File: src/rtl/psfc_pkg.sv
package psfc_pkg;

    // sample width codes, shared by the source and destination sides
    localparam logic [2:0] WIDTH_8   = 3'd0;
    localparam logic [2:0] WIDTH_16  = 3'd1;
    localparam logic [2:0] WIDTH_24  = 3'd2;
    localparam logic [2:0] WIDTH_32  = 3'd3;
    localparam logic [2:0] WIDTH_P24 = 3'd4;

    // configuration register indexes
    localparam logic [2:0] REG_SRC_WIDTH_CODE = 3'd0;
    localparam logic [2:0] REG_SRC_UNSIGNED   = 3'd1;
    localparam logic [2:0] REG_SRC_BIG_ENDIAN = 3'd2;
    localparam logic [2:0] REG_DST_WIDTH_CODE = 3'd3;
    localparam logic [2:0] REG_DST_UNSIGNED   = 3'd4;
    localparam logic [2:0] REG_DST_BIG_ENDIAN = 3'd5;

    // sign bit masks at each width
    localparam logic [31:0] SIGN_8  = 32'h0000_0080;
    localparam logic [31:0] SIGN_16 = 32'h0000_8000;
    localparam logic [31:0] SIGN_24 = 32'h0080_0000;
    localparam logic [31:0] SIGN_32 = 32'h8000_0000;

    // format settings as seen by the conversion datapath
    typedef struct packed {
        logic [2:0] src_width_code;
        logic       src_unsigned;
        logic       src_big_endian;
        logic [2:0] dst_width_code;
        logic       dst_unsigned;
        logic       dst_big_endian;
    } psfc_cfg_t;

endpackage

File: src/rtl/psfc_convert.sv
module psfc_convert
    import psfc_pkg::*;
(
    input  psfc_cfg_t   cfg,
    input  logic [31:0] sample_in,
    output logic [31:0] sample_out
);

    // effective bit width after unpacking
    typedef enum logic [1:0] {
        EFF_8,
        EFF_16,
        EFF_24,
        EFF_32
    } eff_width_t;

    function automatic eff_width_t eff_of(input logic [2:0] code);
        eff_width_t e;
        case (code)
            WIDTH_8:  e = EFF_8;
            WIDTH_16: e = EFF_16;
            WIDTH_32: e = EFF_32;
            default:  e = EFF_24;
        endcase
        return e;
    endfunction

    function automatic logic [31:0] swap4(input logic [31:0] x);
        return {x[7:0], x[15:8], x[23:16], x[31:24]};
    endfunction

    eff_width_t  src_eff;
    eff_width_t  dst_eff;
    logic        bad_code;
    logic [31:0] unpacked;
    logic [31:0] toggled;
    logic [31:0] aligned;
    logic [31:0] resized;
    logic [31:0] packed_out;

    assign src_eff  = eff_of(cfg.src_width_code);
    assign dst_eff  = eff_of(cfg.dst_width_code);
    assign bad_code = (cfg.src_width_code > WIDTH_P24) || (cfg.dst_width_code > WIDTH_P24);

    // unpack by source byte order
    always_comb begin
        logic [23:0] b24;
        b24 = cfg.src_big_endian ? {sample_in[7:0], sample_in[15:8], sample_in[23:16]}
                                 : sample_in[23:0];
        case (cfg.src_width_code)
            WIDTH_8: begin
                unpacked = {24'd0, sample_in[7:0]};
            end
            WIDTH_16: begin
                unpacked = cfg.src_big_endian ? {16'd0, sample_in[7:0], sample_in[15:8]}
                                              : {16'd0, sample_in[15:0]};
            end
            WIDTH_P24: begin
                unpacked = {((!cfg.src_unsigned && b24[23]) ? 8'hFF : 8'h00), b24};
            end
            default: begin
                unpacked = cfg.src_big_endian ? swap4(sample_in) : sample_in;
            end
        endcase
    end

    // sign toggle at the source width
    always_comb begin
        logic t;
        t = ~unpacked[23];
        toggled = unpacked;
        if (cfg.src_unsigned != cfg.dst_unsigned) begin
            case (src_eff)
                EFF_8:  toggled = unpacked ^ SIGN_8;
                EFF_16: toggled = unpacked ^ SIGN_16;
                EFF_32: toggled = unpacked ^ SIGN_32;
                default: begin
                    if (!cfg.src_unsigned) begin
                        toggled = unpacked + SIGN_24;
                    end else begin
                        toggled = {{8{t}}, t, unpacked[22:0]};
                    end
                end
            endcase
        end
    end

    // left-align at the source width
    always_comb begin
        case (src_eff)
            EFF_8:   aligned = {toggled[7:0], 24'd0};
            EFF_16:  aligned = {toggled[15:0], 16'd0};
            EFF_24:  aligned = {toggled[23:0], 8'd0};
            default: aligned = toggled;
        endcase
    end

    // width change to the destination
    always_comb begin
        resized = toggled;
        if (src_eff != dst_eff) begin
            case (dst_eff)
                EFF_8:  resized = {24'd0, aligned[31:24]};
                EFF_16: resized = {16'd0, aligned[31:16]};
                EFF_32: resized = aligned;
                default: begin
                    resized = {((!cfg.dst_unsigned && aligned[31]) ? 8'hFF : 8'h00),
                               aligned[31:8]};
                end
            endcase
        end
    end

    // repack by destination byte order
    always_comb begin
        case (cfg.dst_width_code)
            WIDTH_8: begin
                packed_out = {24'd0, resized[7:0]};
            end
            WIDTH_16: begin
                packed_out = cfg.dst_big_endian ? {16'd0, resized[7:0], resized[15:8]}
                                                : {16'd0, resized[15:0]};
            end
            WIDTH_P24: begin
                packed_out = cfg.dst_big_endian
                           ? {8'd0, resized[7:0], resized[15:8], resized[23:16]}
                           : {8'd0, resized[23:0]};
            end
            default: begin
                packed_out = cfg.dst_big_endian ? swap4(resized) : resized;
            end
        endcase
    end

    assign sample_out = bad_code ? 32'd0 : packed_out;

endmodule

File: src/rtl/pcm_sample_format_converter_unit.sv
// PCM integer sample format converter: each transaction on the s_ side carries one
// sample in its source container (8, 16, 24 in 32, 32 or packed 3-byte 24 bits,
// signed or unsigned, little or big endian, first stored byte in bits 7:0) and yields
// exactly one transaction on the m_ side with the sample in the destination format;
// a width code above 4 on either side gives zero. The block takes one sample per
// clock: an input register feeds a single combinational conversion into the output
// register, whose valid flag drives m_valid, and stalls on m_ready propagate back to
// s_ready only when both registers hold data. Format registers are written through
// cfg_we/cfg_addr/cfg_wdata and must only change while the block is empty.
module pcm_sample_format_converter_unit
    import psfc_pkg::*;
(
    input  logic        aclk,
    input  logic        aresetn,

    input  logic        cfg_we,
    input  logic [2:0]  cfg_addr,
    input  logic [2:0]  cfg_wdata,

    input  logic        s_valid,
    output logic        s_ready,
    input  logic [31:0] s_sample_in,

    output logic        m_valid,
    input  logic        m_ready,
    output logic [31:0] m_sample_out
);

    psfc_cfg_t   cfg_reg;
    logic        in_valid_reg;
    logic        in_valid_next;
    logic [31:0] in_sample_reg;
    logic        out_valid_reg;
    logic        out_valid_next;
    logic [31:0] out_sample_reg;
    logic [31:0] conv_sample;
    logic        in_accept;
    logic        out_load;

    // format registers
    always_ff @(posedge aclk) begin
        if (!aresetn) begin
            cfg_reg.src_width_code <= WIDTH_16;
            cfg_reg.src_unsigned   <= 1'b0;
            cfg_reg.src_big_endian <= 1'b0;
            cfg_reg.dst_width_code <= WIDTH_16;
            cfg_reg.dst_unsigned   <= 1'b0;
            cfg_reg.dst_big_endian <= 1'b0;
        end else if (cfg_we) begin
            case (cfg_addr)
                REG_SRC_WIDTH_CODE: cfg_reg.src_width_code <= cfg_wdata;
                REG_SRC_UNSIGNED:   cfg_reg.src_unsigned   <= cfg_wdata[0];
                REG_SRC_BIG_ENDIAN: cfg_reg.src_big_endian <= cfg_wdata[0];
                REG_DST_WIDTH_CODE: cfg_reg.dst_width_code <= cfg_wdata;
                REG_DST_UNSIGNED:   cfg_reg.dst_unsigned   <= cfg_wdata[0];
                REG_DST_BIG_ENDIAN: cfg_reg.dst_big_endian <= cfg_wdata[0];
                default: ;
            endcase
        end
    end

    // pipeline handshake
    assign out_load  = in_valid_reg && (!out_valid_reg || m_ready);
    assign s_ready   = !in_valid_reg || out_load;
    assign in_accept = s_valid && s_ready;

    always_comb begin
        in_valid_next = in_valid_reg;
        if (in_accept) begin
            in_valid_next = 1'b1;
        end else if (out_load) begin
            in_valid_next = 1'b0;
        end
        out_valid_next = out_valid_reg;
        if (out_load) begin
            out_valid_next = 1'b1;
        end else if (m_ready) begin
            out_valid_next = 1'b0;
        end
    end

    always_ff @(posedge aclk) begin
        if (!aresetn) begin
            in_valid_reg  <= 1'b0;
            out_valid_reg <= 1'b0;
        end else begin
            in_valid_reg  <= in_valid_next;
            out_valid_reg <= out_valid_next;
        end
    end

    // payload registers
    always_ff @(posedge aclk) begin
        if (in_accept) begin
            in_sample_reg <= s_sample_in;
        end
        if (out_load) begin
            out_sample_reg <= conv_sample;
        end
    end

    psfc_convert u_convert (
        .cfg        (cfg_reg),
        .sample_in  (in_sample_reg),
        .sample_out (conv_sample)
    );

    assign m_valid      = out_valid_reg;
    assign m_sample_out = out_sample_reg;

`ifndef SYNTHESIS
    // an empty output stage always lets a new transaction in
    a_ready_when_out_empty: assert property (@(posedge aclk) disable iff (!aresetn)
        !out_valid_reg |-> s_ready)
        else $error("s_ready low with empty output stage");

    // a held input stage keeps its sample
    a_in_stage_holds: assert property (@(posedge aclk) disable iff (!aresetn)
        (in_valid_reg && !out_load) |=> (in_valid_reg && $stable(in_sample_reg)))
        else $error("input stage lost or changed a waiting sample");

    // invalid width codes give a zero result
    a_bad_code_zero: assert property (@(posedge aclk) disable iff (!aresetn)
        (out_load && ((cfg_reg.src_width_code > WIDTH_P24) ||
                      (cfg_reg.dst_width_code > WIDTH_P24))) |=> (m_sample_out == 32'd0))
        else $error("nonzero result for invalid width code");

    // an 8-bit destination never sets bits above the container
    a_dst8_clean: assert property (@(posedge aclk) disable iff (!aresetn)
        (out_load && (cfg_reg.dst_width_code == WIDTH_8)) |=> (m_sample_out[31:8] == 24'd0))
        else $error("8-bit result has upper bits set");

    // reset empties the output stage
    a_reset_empty: assert property (@(posedge aclk)
        !aresetn |=> !m_valid)
        else $error("m_valid high after reset");
`endif

endmodule
File: config.mk
export PLATFORM = sky130hd
export DESIGN_NAME = pcm_sample_format_converter_unit
export DESIGN_NICKNAME = d
export VERILOG_FILES = /design/src/rtl/psfc_pkg.sv /design/src/rtl/psfc_convert.sv /design/src/rtl/pcm_sample_format_converter_unit.sv
export SDC_FILE = /design/constraint.sdc
export NUM_CORES = 1
export LEC_CHECK = 0
export ABC_AREA = 1
export BUFFER_PORTS_ARGS = -buffer_cell sky130_fd_sc_hd__buf_2
export CAP_MARGIN = 15
export CORE_ASPECT_RATIO = 1.2
export CORE_MARGIN = 4
export CORE_UTILIZATION = 55
export DETAILED_ROUTE_END_ITERATION = 16
export HOLD_SLACK_MARGIN = 0.12
export PLACE_DENSITY = 0.8
export SLEW_MARGIN = 20
export SYNTH_ARGS = -nofsm -noshare
export SYNTH_HDL_FRONTEND = slang
export SYNTH_HIERARCHICAL = 1
export SYNTH_SLANG_ARGS = --single-unit
File: constraint.sdc
create_clock -name aclk -period 5.7 [get_ports aclk]
set_clock_uncertainty 0.05 [all_clocks]
set_input_delay 0.57 -clock aclk [delete_from_list [all_inputs] [get_ports aclk]]
set_output_delay 0.57 -clock aclk [all_outputs]
set_load 0.02 [all_outputs]
* After elaboration in Yosys (flattened, before gate mapping)
Cells that the tools add are included.
** Storage, ports and cells
- Flip-flop bits (word level) :: 76
- Output and inout port bits :: 34
- Input port bits :: 43
** Cells by class
- Muxes and demuxes :: 22
- Add/subtract/negate cells :: 1
- Bitwise gates (word level) :: 4
- Eq/ne operators :: 18
- Magnitude comparators :: 2
- Reduce and logical (&&, ||, !) cells :: 24
** Operator list (count)
- 32-bit one-hot mux with 3 select lines :: 5
- 32-bit two-way mux :: 5
- 24-bit two-way mux :: 2
- 32-bit by 24-bit adder with 32-bit output (second input constant) :: 1
- 16-bit two-way mux :: 2
- 8-bit two-way mux :: 2
- 3-bit by 2-bit == test with 1-bit output (second input constant) :: 4
- 3-bit == test (second input constant) :: 4
- 2-bit one-hot mux with 3 select lines :: 2
- 2-bit AND reduction :: 6
- 3-bit by 1-bit == test with 1-bit output (second input constant) :: 3
- 3-bit logical NOT :: 3
- 2-bit == test (second input constant) :: 3
- 3-bit > comparator (second input constant) :: 2
- 2-bit by 1-bit == test with 1-bit output (second input constant) :: 2
- 1-bit logical AND :: 4
- 1-bit logical NOT :: 4
- 2-bit logical NOT :: 2
- 1-bit two-way mux :: 4
- 1-bit inverter :: 4
- 2-bit nonzero test :: 2
- 1-bit logical OR :: 3
- 2-bit != test :: 1
- 1-bit != test :: 1

* Logic depth before layout (Yosys ltp)
- Depth in word-level cells :: 15
- Mapped depth :: 24
- Mapped depth without buffers :: 24

* By module
The synthesis kept the hierarchy.
** Modules (own cells, without submodules)
- psfc_convert :: instances 1, area each 3602.2 um2, cells an instance 764
- pcm_sample_format_converter_unit :: instances 1, area each 2463.6 um2, cells an instance 145

* Worst setup path after synthesis
OpenSTA, ideal clock, no wires.
- Path kind :: input-to-reg
- From :: in m_ready
- To :: reg out_sample_reg[0] (netlist: m_sample_out[0]) (enable)
- Path slack :: 3020 ps
- Data arrival time :: 2199 ps
- Data required time :: 5218 ps
- Library setup time :: 432 ps
- Stages :: 2
- Cell sequence :: inv_1 a21oi_1
** On the way
- Word-level cells in the longest chain between the ends :: 2
** Ends and longest elaborated chain
- start, declared :: RTL line pcm_sample_format_converter_unit.sv:25 : input logic m_ready,
- 1-bit logical OR :: RTL line pcm_sample_format_converter_unit.sv:63 : assign out_load = in_valid_reg && (!out_valid_reg || m_ready);
- 1-bit logical AND :: RTL line pcm_sample_format_converter_unit.sv:63
- via out_load :: RTL line pcm_sample_format_converter_unit.sv:38 : logic out_load;
- end signal, assigned :: RTL line pcm_sample_format_converter_unit.sv:98 : out_sample_reg <= conv_sample;
- end, declared :: RTL line pcm_sample_format_converter_unit.sv:35 : logic [31:0] out_sample_reg;
The timed path passes the listed nets, and every way through them passes these cells.
A chain may end at the register's enable or synchronous reset.

* Final worst setup path
- From :: reg cfg_reg[5] (netlist bit)
- To :: reg out_sample_reg[3] (netlist: m_sample_out[3]) (data pin)
** On the way
- Word-level cells in the longest chain between the ends :: 15
** Ends and longest elaborated chain
- start, declared :: RTL line pcm_sample_format_converter_unit.sv:29 : psfc_cfg_t cfg_reg;
- 24-bit two-way mux :: RTL line psfc_convert.sv:48 : b24 = cfg.src_big_endian ? {sample_in[7:0], sample_in[15:8], sample_in[23:16]}
- 1-bit logical AND :: RTL line psfc_convert.sv:59 : unpacked = {((!cfg.src_unsigned && b24[23]) ? 8'hFF : 8'h00), b24};
- 8-bit two-way mux :: RTL line psfc_convert.sv:59
- 32-bit one-hot mux with 3 select lines * :: RTL line psfc_convert.sv:50 : case (cfg.src_width_code)
- 32-bit by 24-bit adder with 32-bit output :: RTL line psfc_convert.sv:79 : toggled = unpacked + SIGN_24;
- 32-bit two-way mux :: RTL line psfc_convert.sv:78 : if (!cfg.src_unsigned) begin
- 32-bit one-hot mux with 3 select lines :: RTL line psfc_convert.sv:73 : case (src_eff)
- 32-bit two-way mux * :: RTL line psfc_convert.sv:72 : if (cfg.src_unsigned != cfg.dst_unsigned) begin
- 32-bit one-hot mux with 3 select lines :: RTL line psfc_convert.sv:90 : case (src_eff)
- 1-bit logical AND :: RTL line psfc_convert.sv:107 : resized = {((!cfg.dst_unsigned && aligned[31]) ? 8'hFF : 8'h00),
- 8-bit two-way mux :: RTL line psfc_convert.sv:107
- 32-bit one-hot mux with 3 select lines :: RTL line psfc_convert.sv:102 : case (dst_eff)
- 32-bit two-way mux * :: RTL line psfc_convert.sv:101 : if (src_eff != dst_eff) begin
- 32-bit two-way mux :: RTL line psfc_convert.sv:130 : packed_out = cfg.dst_big_endian ? swap4(resized) : resized;
- 32-bit one-hot mux with 3 select lines * :: RTL line psfc_convert.sv:116 : case (cfg.dst_width_code)
Mark *: on every way between the ends. The rest lies on a longest branch, timed or not.

==> impl_metrics.ini <==
[clocking]
numCtsBuffers = 9
clock-root-buffer = clkbuf_16
numClockSinks = 76
clk_pin_slew_worst_paths_ps = 60
cts_tree = built
hold_buffers = 0
htree_levels = 3
cts.path.max_buffers = 2
postCtsSetupBuffers = 0
ctsResizeCount = 0
clkLatencyLatePin_ps = 340

[hold_path]
holdPathEnd = in_sample_reg[3]
worstHoldStart = s_sample_in[3]
hp-class = in2reg
worstHoldPathCells = 1

[finish]
multi_input_area_sq_mm = 0.00334
final_common_cell = nand2_1
seqCellArea_sq_mm = 0.00216
final_layout_size_suffix_gt1_frac = 0.151
fin_cells = 1102
final_cell_mix = 276 x nand2_1, 97 x inv_1, 94 x nand3_1
nNetsFinal = 1013
antenna_cells = 0
final_util = 0.640
area_delta_synth_final_pct = 12.7
fill_cells = 987
finish.instance_area_sq_mm = 0.00683

[logic_synthesis]
synthTopCellsByArea = edfxtp_1 32%, nand2_1 17%, nand3_1 7.8%
synth.distinct_cells = 46
yosysSeqAreaShare = 0.356
synth_seq_cells = 76
syn_avg_cell_area_sq_um = 6.67
synthesis.nets = 953
yosysWarnings = 6
synth_top_area_frac = 0.317
yosysTopAreaCell = edfxtp_1
synthCells = 909
synth_area_sq_mm = 0.00607

[drt]
drt_pass1_iterations = 6
vias_per_cell = 5.76
route.detailed.drc = 0
wl_um = 16500
drtIter0Drc = 629
vias = 6346
wl_per_cell_um = 15.0
ant_nets = 0

[power]
p_total_mw = 1.65
peakVddDrop_mv = 0.157
total_leakage_power_nw = 3.16
pwr_density_cell_mw_per_mm2 = 241

[setup_path]
cp_top_family = simple AND/OR/NAND/NOR gates
cpPeakStageDelay_ps = 350
crit_top_cell = nand2_1
critPathSlowestCell = buf_4
rrSetupSlack_ps = 1950
crit_arrival_ps = 3800
crit_fanout = 42
cp.required_ps = 5750
crit_path_start_kind = flop
reg2reg_from = cfg_reg[5]
crit_type = reg2reg
rr_endpoint = m_sample_out[3]
cp.buffers_inverters = 4
ff2ff_path_depth = 21
cp_cell_sequence = buf_4 -> inv_2 -> nand2_1 -> nand3_1 -> o21bai_4 -> nand2_1 -> inv_1 -> ha_1 -> nand4_1 -> nand2_1 -> nand2_1 -> nand2_1 -> nand3_1 -> nand2_1 -> inv_2 -> o21ai_1 -> nand2_1 -> nand2_1 -> nand3_1 -> a21oi_1 -> nor2_1
cp-end-kind = flop

[placement]
preCtsSetupSlack_ps = 2040
dp.cells = 1087
place_hpwl_um = 12500
gp_congestion = 1.01
dpl_cell_area_sq_mm = 0.00652
port_buffers = 76

[sta]
worst_slack_ps = 1950
fmax_mhz = 267
grt_setup_unrepaired = false
fin_crit_sh = 0.658
whs_ps = 351
final_max_slew_viol_count = 0
layout_min_cycle_time_ps = 3750
tightest_slew_ps = 1020
setup_viol = 0
slew_headroom = 0.316
finalHoldViolations = 0
tns_ps = 0

[floorplan]
coreArea_sq_mm = 0.0107
dieArea_sq_mm = 0.0128
start_util = 0.568
die_w_um = 104
top_level_ports = 77
fp.dieH_um = 123
rows = 41

[global_route]
grt_pass1_wl_um = 27300
grt_pass1_vias = 5649
grt.overflow.total = 0
antenna_found_initial = 0
grt_max_degree = 43
grt_util_all_layers = 0.263

[status]
outcome = complete, no violations

[flow_run]
max_cap_viol_count = 0
## worst max path at each step
stage	cells after the start	startpoint	to
after floorplan	2	m_ready	m_sample_out[0]
after global placement	21	cfg_reg[5]	m_sample_out[3]
after detailed placement	21	cfg_reg[5]	m_sample_out[3]
after CTS	21	cfg_reg[5]	m_sample_out[3]
after global routing	21	cfg_reg[5]	m_sample_out[3]
final	21	cfg_reg[5]	m_sample_out[3]
## logic make-up after synthesis
logic type,Yosys count,synth area share
xor+xnor,7,0.0113
compound gates,159,0.160
flops,76,0.356
buf+inv,145,0.0943
simple gates,521,0.376
fa+ha+maj,1,0.00206
## cells in the mapped netlist, drive strengths merged
| master | number |
|---|---|
| a211oi | 2 |
| a21oi | 51 |
| a221oi | 3 |
| a311oi | 3 |
| a31oi | 6 |
| and3 | 1 |
| buf | 16 |
| clkbuf | 21 |
| clkinv | 1 |
| dfxtp | 12 |
| edfxtp | 64 |
| ha | 1 |
| inv | 107 |
| nand2 | 282 |
| nand3 | 98 |
| nand3b | 2 |
| nand4 | 22 |
| nor2 | 106 |
| nor3 | 4 |
| nor3b | 1 |
| o2111ai | 4 |
| o211ai | 15 |
| o21ai | 55 |
| o21bai | 2 |
| o221ai | 8 |
| o22ai | 8 |
| o31ai | 2 |
| or2 | 5 |
| xnor2 | 2 |
| xor2 | 5 |
## report_power, final
part | internal (mW) | total, mW | switching (mW) | leakage [nW]
combinational | 0.130 | 0.412 | 0.282 | 2.28
clock | 0.368 | 0.579 | 0.211 | 0.158
sequential | 0.643 | 0.656 | 0.0130 | 0.725
## cell type report
| type | instances | area share |
|---|---|---|
| clock buffer | 13 | 0.0443 |
| timing repair buffer | 86 | 0.0666 |
| multi-input combinational | 688 | 0.488 |
| inverter | 108 | 0.0593 |
| clock inverter | 2 | 0.00165 |
| tap | 129 | 0.0236 |
| sequential | 76 | 0.316 |
## per-layer routing
layer  global-route usage  share of wire
met1                0.336           0.41
met2                0.435           0.46
met3               0.0292          0.086
met4                0.154          0.046
met5                    0              0
Power figures use the tool's default switching activity.
